### config.mk
export PLATFORM = sky130hd
export DESIGN_NAME = tdt_fifo
export DESIGN_NICKNAME = d
export VERILOG_FILES = /design/src/hw/rtl/tdt_pkg.sv /design/src/hw/rtl/tdt_fifo.sv
export SDC_FILE = /design/constraint.sdc
export NUM_CORES = 1
export LEC_CHECK = 0
export ABC_AREA = 1
export BUFFER_PORTS_ARGS = -buffer_cell sky130_fd_sc_hd__buf_2
export CORE_ASPECT_RATIO = 1.4
export CORE_UTILIZATION = 30
export DETAILED_ROUTE_END_ITERATION = 6
export GPL_ROUTABILITY_DRIVEN = 0
export PLACE_DENSITY_LB_ADDON = 0.25
export SYNTH_ARGS = -nofsm -noshare
export SYNTH_HDL_FRONTEND = slang
export SYNTH_SLANG_ARGS = --single-unit
### constraint.sdc
create_clock -name clock -period 4.2 [get_ports clock]
set_input_delay 0 -clock clock [delete_from_list [all_inputs] [get_ports clock]]
set_output_delay 0 -clock clock [all_outputs]
set_load 0.1 [all_outputs]
### src/hw/rtl/tdt_pkg.sv
package tdt_pkg;

   localparam int BREAKPOINT_COUNT = 32;

   localparam logic [1:0] STATUS_INTERP   = 2'd0;
   localparam logic [1:0] STATUS_CLAMP_HI = 2'd1;
   localparam logic [1:0] STATUS_CLAMP_LO = 2'd2;
   localparam logic [1:0] STATUS_WRITE    = 2'd3;

   localparam logic [0:0] CSR_SUPPLY = 1'd0;
   localparam logic [0:0] CSR_SERIES = 1'd1;

   typedef struct packed {
      logic        mode;
      logic        table_select;
      logic [15:0] sample_millivolts;
      logic [4:0]  entry_index;
      logic [31:0] entry_ohms;
      logic [15:0] entry_centidegrees;
   } item_type;

   typedef struct packed {
      logic [15:0] temperature_centidegrees;
      logic [31:0] resistance_ohms;
      logic [1:0]  range_status;
   } result_type;

endpackage

### src/hw/rtl/tdt_fifo.sv
module tdt_fifo (
   input  logic                clock,
   input  logic                reset,
   input  logic                push,
   input  tdt_pkg::item_type   push_data,
   output logic                full,
   input  logic                pop,
   output tdt_pkg::item_type   pop_data,
   output logic                empty
);
   import tdt_pkg::*;
   item_type   slot_ff [2];
   logic       wptr_ff, rptr_ff;
   logic [1:0] count_ff;

   assign full = count_ff == 2'd2;
   assign empty = count_ff == 2'd0;
   assign pop_data = slot_ff[rptr_ff];

   always_ff @(posedge clock) begin
      if (push) slot_ff[wptr_ff] <= push_data;
      if (reset) begin
         wptr_ff <= 1'b0;
         rptr_ff <= 1'b0;
         count_ff <= 2'd0;
      end else begin
         if (push) wptr_ff <= ~wptr_ff;
         if (pop) rptr_ff <= ~rptr_ff;
         count_ff <= count_ff + {1'b0, push} - {1'b0, pop};
      end
   end
endmodule

==> results of run 1 <==
routing by layer:
metal / wire length, µm / share of wire (%)
met4: 150 / 1.4
met2: 5930 / 55
met3: 406 / 3.8
met5: 0 / 0
met1: 4260 / 40
layout make-up:
| cell class | count | area, µm² | area share (%) |
|---|---|---|---|
| Tap cell | 244 | 305 | 3.83 |
| Inverter | 8 | 31.3 | 0.392 |
| Timing Repair Buffer | 226 | 1530 | 19.2 |
| Clock inverter | 9 | 108 | 1.35 |
| Multi-Input combinational cell | 89 | 1160 | 14.6 |
| Clock buffer | 23 | 468 | 5.87 |
| Sequential cell | 147 | 4370 | 54.8 |
flip-flops by register name, summed over array words and instances (netlist names), named ones only:
| name | cells |
|---|---|
| rptr_ff | 1 |
| slot_ff | 142 |
| count_ff | 2 |
| wptr_ff | 1 |
path summary, 6_finish.rpt:
check / from / to / slack [ps]
hold / removal: push_data[35] / slot_ff[1][35]$_DFFE_PP_ / 310
setup / recovery: flop / pop_data[0] / 1680
hold reg to reg: rptr_ff$_SDFFE_PP0P_ / rptr_ff$_SDFFE_PP0P_ / 530
setup reg to reg: wptr_ff$_SDFFE_PP0P_ / slot_ff[1][34]$_DFFE_PP_ / 2270
power groups by stage:
stage	combinational, mW	clock, mW	sequential (mW)
2_1_floorplan	0.794	0	1.75
3_3_place_gp	0.881	0	1.77
3_5_place_dp	0.886	0	1.77
4_1_cts	0.944	1.50	1.74
5_1_grt	0.969	1.56	1.75
6_report	0.934	1.46	1.74
layout by cell type (no fill, tap or decap):
cell           count
buf_2            147
edfxtp_1         142
dlygate4sd3_1     75
mux2_4            70
clkbuf_16         17
inv_1              7
nor2_1             7
nand2_1            4
clkinv_2           4
clkbuf_1           4
dfxtp_1            4
buf_4              3
ha_1               2
bufinv_16          2
clkinvlp_4         2
clkbuf_8           2
clkinv_4           2
mux2_2             1
nor2_4             1
xnor2_1            1
nor3_1             1
a21oi_1            1
nand3_1            1
dfxtp_4            1
buf_12             1
cells by family (layout without fill, tap and decap cells):
family	Yosys count	count (layout)	share of synthesized area, %
xor gates and xnor gates	1	1	0.154
buffers and inverters	16	266	3.18
adders and majority gates	2	2	0.439
muxes	71	71	18.6
and+or+nand+nor	14	14	0.965
AOI/OAI and AO/OA	1	1	0.0877
DFF	147	147	76.5
critical path, cell delays in order (launching register included):
cell	delay, ps
dfxtp_4	810
buf_4	590
mux2_4	260
buf_2	420
==> metrics, run 1 <==
grt ovf 0; Die X 119 µm; GRT Overall Usage 11.2%; Switch Pwr ~1.3 mW; Syn Nets between 300 and 400; P_int roughly 2.8 mW; Worst Path Required roughly 4200 ps; fraction of layout cells with a size suffix above 1 between 50% and 60%; power per cell area 519 mW/mm²; actual transition at the worst max-transition pin between 1000 and 1500 ps; DRC 0; Overall Power 4.13 mW; clock tree buffer depth 2; leading area contributor after synthesis edfxtp_1; Post-Route WL 10700 µm; Final setup viols 0; Worst-Skew Late Latency 410 ps; fillcell total 1728; Place WS ~2000 ps; initial antenna violation count 0; CTS tree done; Via-to-Cell Ratio 4.05; Avg Synthesized Cell Area 22.6 µm²; TritonCTS Buffers 17; Setup Buffers After CTS 0; Worst-path clk slew ~60 ps; Cell Rows 59; combinational share of power between 20% and 30%; EDFF count, synth between 100 and 150; vias in the first global route 3133; # IOs between 100 and 150; Synth Register Bits 147; Final period util around 60%; ys async rst share 0%; hold_ws 310 ps; Clock power frac ~35%; most frequent cells after synthesis 142 x edfxtp_1, 70 x mux2_4, 8 x inv_1, 8 x nor2_1, 7 x buf_12; Global Route met2 Usage between 20% and 30%; P&R area growth vs syn 39.8%; Hold Fails Final Rpt 0; final non-filler cell total 746; final core area utilization a little over two fifths; met3 Use GR roughly 3.5%; CP Capture Type primary output; part of the Yosys area used for sequential elements 76.5%; max frequency 397 MHz; Final Net Count about 570; unrepaired setup endpoints after global routing false; Worst VDD drop between 0.2 and 0.25 mV; drt initial violations slightly below 90; Hold Buf Count CTS 75; fin area between 0.007 and 0.008 mm²; skew final 7.79 ps; WS Path Type flop to primary output; initial core utilization 30.6%; placed cell areas 0.00665 mm²; first-pass GRT wire length 16000 µm; top-count cell post-synth edfxtp_1; # Max-Cap Violations 0; CP max FO 37; wire per inst ~14 µm; Synth cell types 14; Critical Path AT 2520 ps; commonest register cell after synthesis edfxtp_1; Antenna Nets Post-Route 0; Ys Warns 0; Via Count 3020; TNS Setup 0 ps; hold crit path type input pin to flop; Cells after Synth 252; Cell Area, Synth between 0.005 and 0.006 mm²; area of the die approximately 0.020 mm²; met1 GRT Util 11.6%; first-pass detailed-route iteration total 4; detailed placement HPWL 6840 µm; leakage power 3.18 nW; PortBufs 147; Area contributors post-synth edfxtp_1 75%, mux2_4 18%, buf_12 2.5%, dfxtp_1 1.8%, inv_1 0.53%; Worst slew margin 26.5%; hold path depth 2; worst r2r path cells 3; placed insts 639; Switching Share 31.1%; ANT cells 0; status complete, no violations; Final WS setup 1680 ps; pin count of the biggest net entering global routing 46; post-route minimum period approximately 2500 ps; CTS H-Tree Depth 4; Flop pwr share roughly 42%; Max Slew Vio Count 0; chip height around 170 µm; Synth top area share approximately 75%; post-cts gate resize count 0; crit start category flop; Root Driver clkbuf_16; layer with the highest usage met2; core box area 0.0186 mm²; clock sinks 147
Power figures use the tool's default switching activity.
==> run 2, diff against run 1 <==
==> constraint.sdc (replaced) <==
create_clock -name clock -period 2.6 [get_ports clock]
set_input_delay 0 -clock clock [delete_from_list [all_inputs] [get_ports clock]]
set_output_delay 0 -clock clock [all_outputs]
set_load 0.1 [all_outputs]
==> run 2 against run 1 <==
Worst hold slack got worse by 2.7 ps. Total power rose by 62%. Clock skew fell by 3.2 ps. Global-route usage barely moved. Register-to-register slack got worse by 1100 ps. Clock-buffer cell count fell by 4. Combinational power rose by 64%. Wire length fell by 0.64%. Via count rose by 0.23%. Non-clock buffer count did not move. Sequential share of layout area fell by 0.27 points. Sequential power rose by 61%. Largest power group unchanged.
==> metrics, run 2 (synthesis results as in run 1) <==
core box area 0.0186 mm² (unchanged); GRT Overall Usage 11.3% (+0.044 points); Max Slew Vio Count 0 (unchanged); post-route minimum period 1970 ps; chip height 165 µm (unchanged); skew final 4.56 ps (-3.24 ps); Die X 119 µm (unchanged); CP max FO 29 (-22%); clock tree buffer depth 2 (unchanged); hold crit path type input pin to flop; # IOs 148 (unchanged); Critical Path AT 1970 ps (-550 ps); initial antenna violation count 3 (+3); vias in the first global route 3250 (+3.7%); drt initial violations 155 (+78%); Hold Fails Final Rpt 0 (unchanged); max incr delay on CP 610 ps (-200 ps); max frequency 507 MHz; Worst-path clk slew 60 ps (about the same); Critical path buffers and inverters 2 (unchanged); Final setup viols 0 (unchanged); fraction of layout cells with a size suffix above 1 50.0% (-0.40 points); commonest non-fill, non-tap cell in the layout buf_2; Worst VDD drop 0.315 mV (+33%); Via Count 3027 (+0.23%); crit start category flop; delay-heaviest family, CP flip-flops; CP Cell Sequence buf_12, mux2_4, buf_2; fillcell total 1748 (+1.2%); Antenna Nets Post-Route 0 (unchanged); power per cell area 835 mW/mm² (+61%); Post-Route WL 10700 µm (-0.64%); PortBufs 147 (unchanged); TritonCTS Buffers 17 (unchanged); WS Path Type flop to primary output; pin count of the biggest net entering global routing 60 (+30%); Worst slew margin 66.4% (+40 points); detailed placement HPWL 6820 µm (-0.23%); largest registers slot_ff: 142 flops, count_ff: 2 flops; Most flops, register slot_ff; sequential cell area 0.00437 mm² (unchanged); placed insts 639 (unchanged); leakage power 3.18 nW (about the same); unrepaired setup endpoints after global routing false; initial core utilization 30.6% (unchanged); DRC 0 (unchanged); final non-filler cell total 747 (+0.13%); Setup Buffers After CTS 0 (unchanged); Slowest-stage cell, CP dfxtp_4; clock sinks 147 (unchanged); status complete, no violations; Root Driver clkbuf_16; most frequent cells in the layout 147 x buf_2, 142 x edfxtp_1, 75 x dlygate4sd3_1, 70 x mux2_4, 17 x clkbuf_16; grt ovf 0 (unchanged); CP Capture Type primary output; Multi-input gate area 0.00116 mm² (unchanged); Cell Rows 59 (unchanged); first-pass detailed-route iteration total 4 (unchanged); P&R area growth vs syn 40.5%; area of the die 0.0196 mm² (unchanged); Final period util about three quarters; Worst-Skew Late Latency 410 ps (about the same); max FFs per register 142 (unchanged); # Max-Cap Violations 0 (unchanged); wire per inst 14.3 µm (-0.78%); Via-to-Cell Ratio 4.05 (about the same); actual transition at the worst max-transition pin 508 ps (-592 ps); first-pass GRT wire length 16300 µm (+1.6%); CTS tree done; Final Net Count 566 (unchanged); TNS Setup 0 ps (unchanged); Worst Path Required 2600 ps (-1600 ps); CTS H-Tree Depth 4 (unchanged)
## run 2: timing repair
item,CTS,global route
endpoints found under the hold margin,147,0
hold buffers,75,0
resized for setup,0,0
## run 2: metrics by stage
stage	power [mW]	utilization, %	hold WS [ps]	instance area (µm²)	worst slack (ps)
2_1_floorplan	4.10	-	71.2	5710	342
3_3_place_gp	4.29	35.9	188	6680	1020
3_5_place_dp	4.30	35.9	191	6680	1020
4_1_cts	6.79	43.0	281	8010	563
5_1_grt	6.92	43.1	308	8010	519
6_report	6.69	43.1	307	8010	629
## run 2: final timing paths
path,endpoint,startpoint,cells past startpoint,slack [ps]
max,pop_data[45],flop,3,630
max reg2reg,slot_ff[0][1]$_DFFE_PP_,wptr_ff$_SDFFE_PP0P_,2,1130
min,slot_ff[0][13]$_DFFE_PP_,push_data[13],2,310
min reg2reg,rptr_ff$_SDFFE_PP0P_,rptr_ff$_SDFFE_PP0P_,2,520
## run 2: cell type report
class	count	share of cell area [%]
antenna	3	0.0937
clock buffer	19	5.40
multi-input combinational	89	14.5
clock inverter	11	1.72
timing repair buffer	226	19.6
inverter	8	0.390
tap	244	3.81
sequential	147	54.5
## run 2: metal layers
layer	global-route usage, %	vias up	wire (µm)
li1	-	1453	-
met1	12.2	1479	4260
met2	19.7	86	5730
met3	3.61	9	511
met4	6.16	0	170
met5	0	-	0
## run 2: where the power goes
part / internal (mW) / switching, mW / total [mW] / leakage, nW
Sequential: 2.74 / 0.0525 / 2.80 / 1.37
Clock: 1.49 / 0.871 / 2.36 / 0.268
Combinational: 0.405 / 1.13 / 1.53 / 1.54
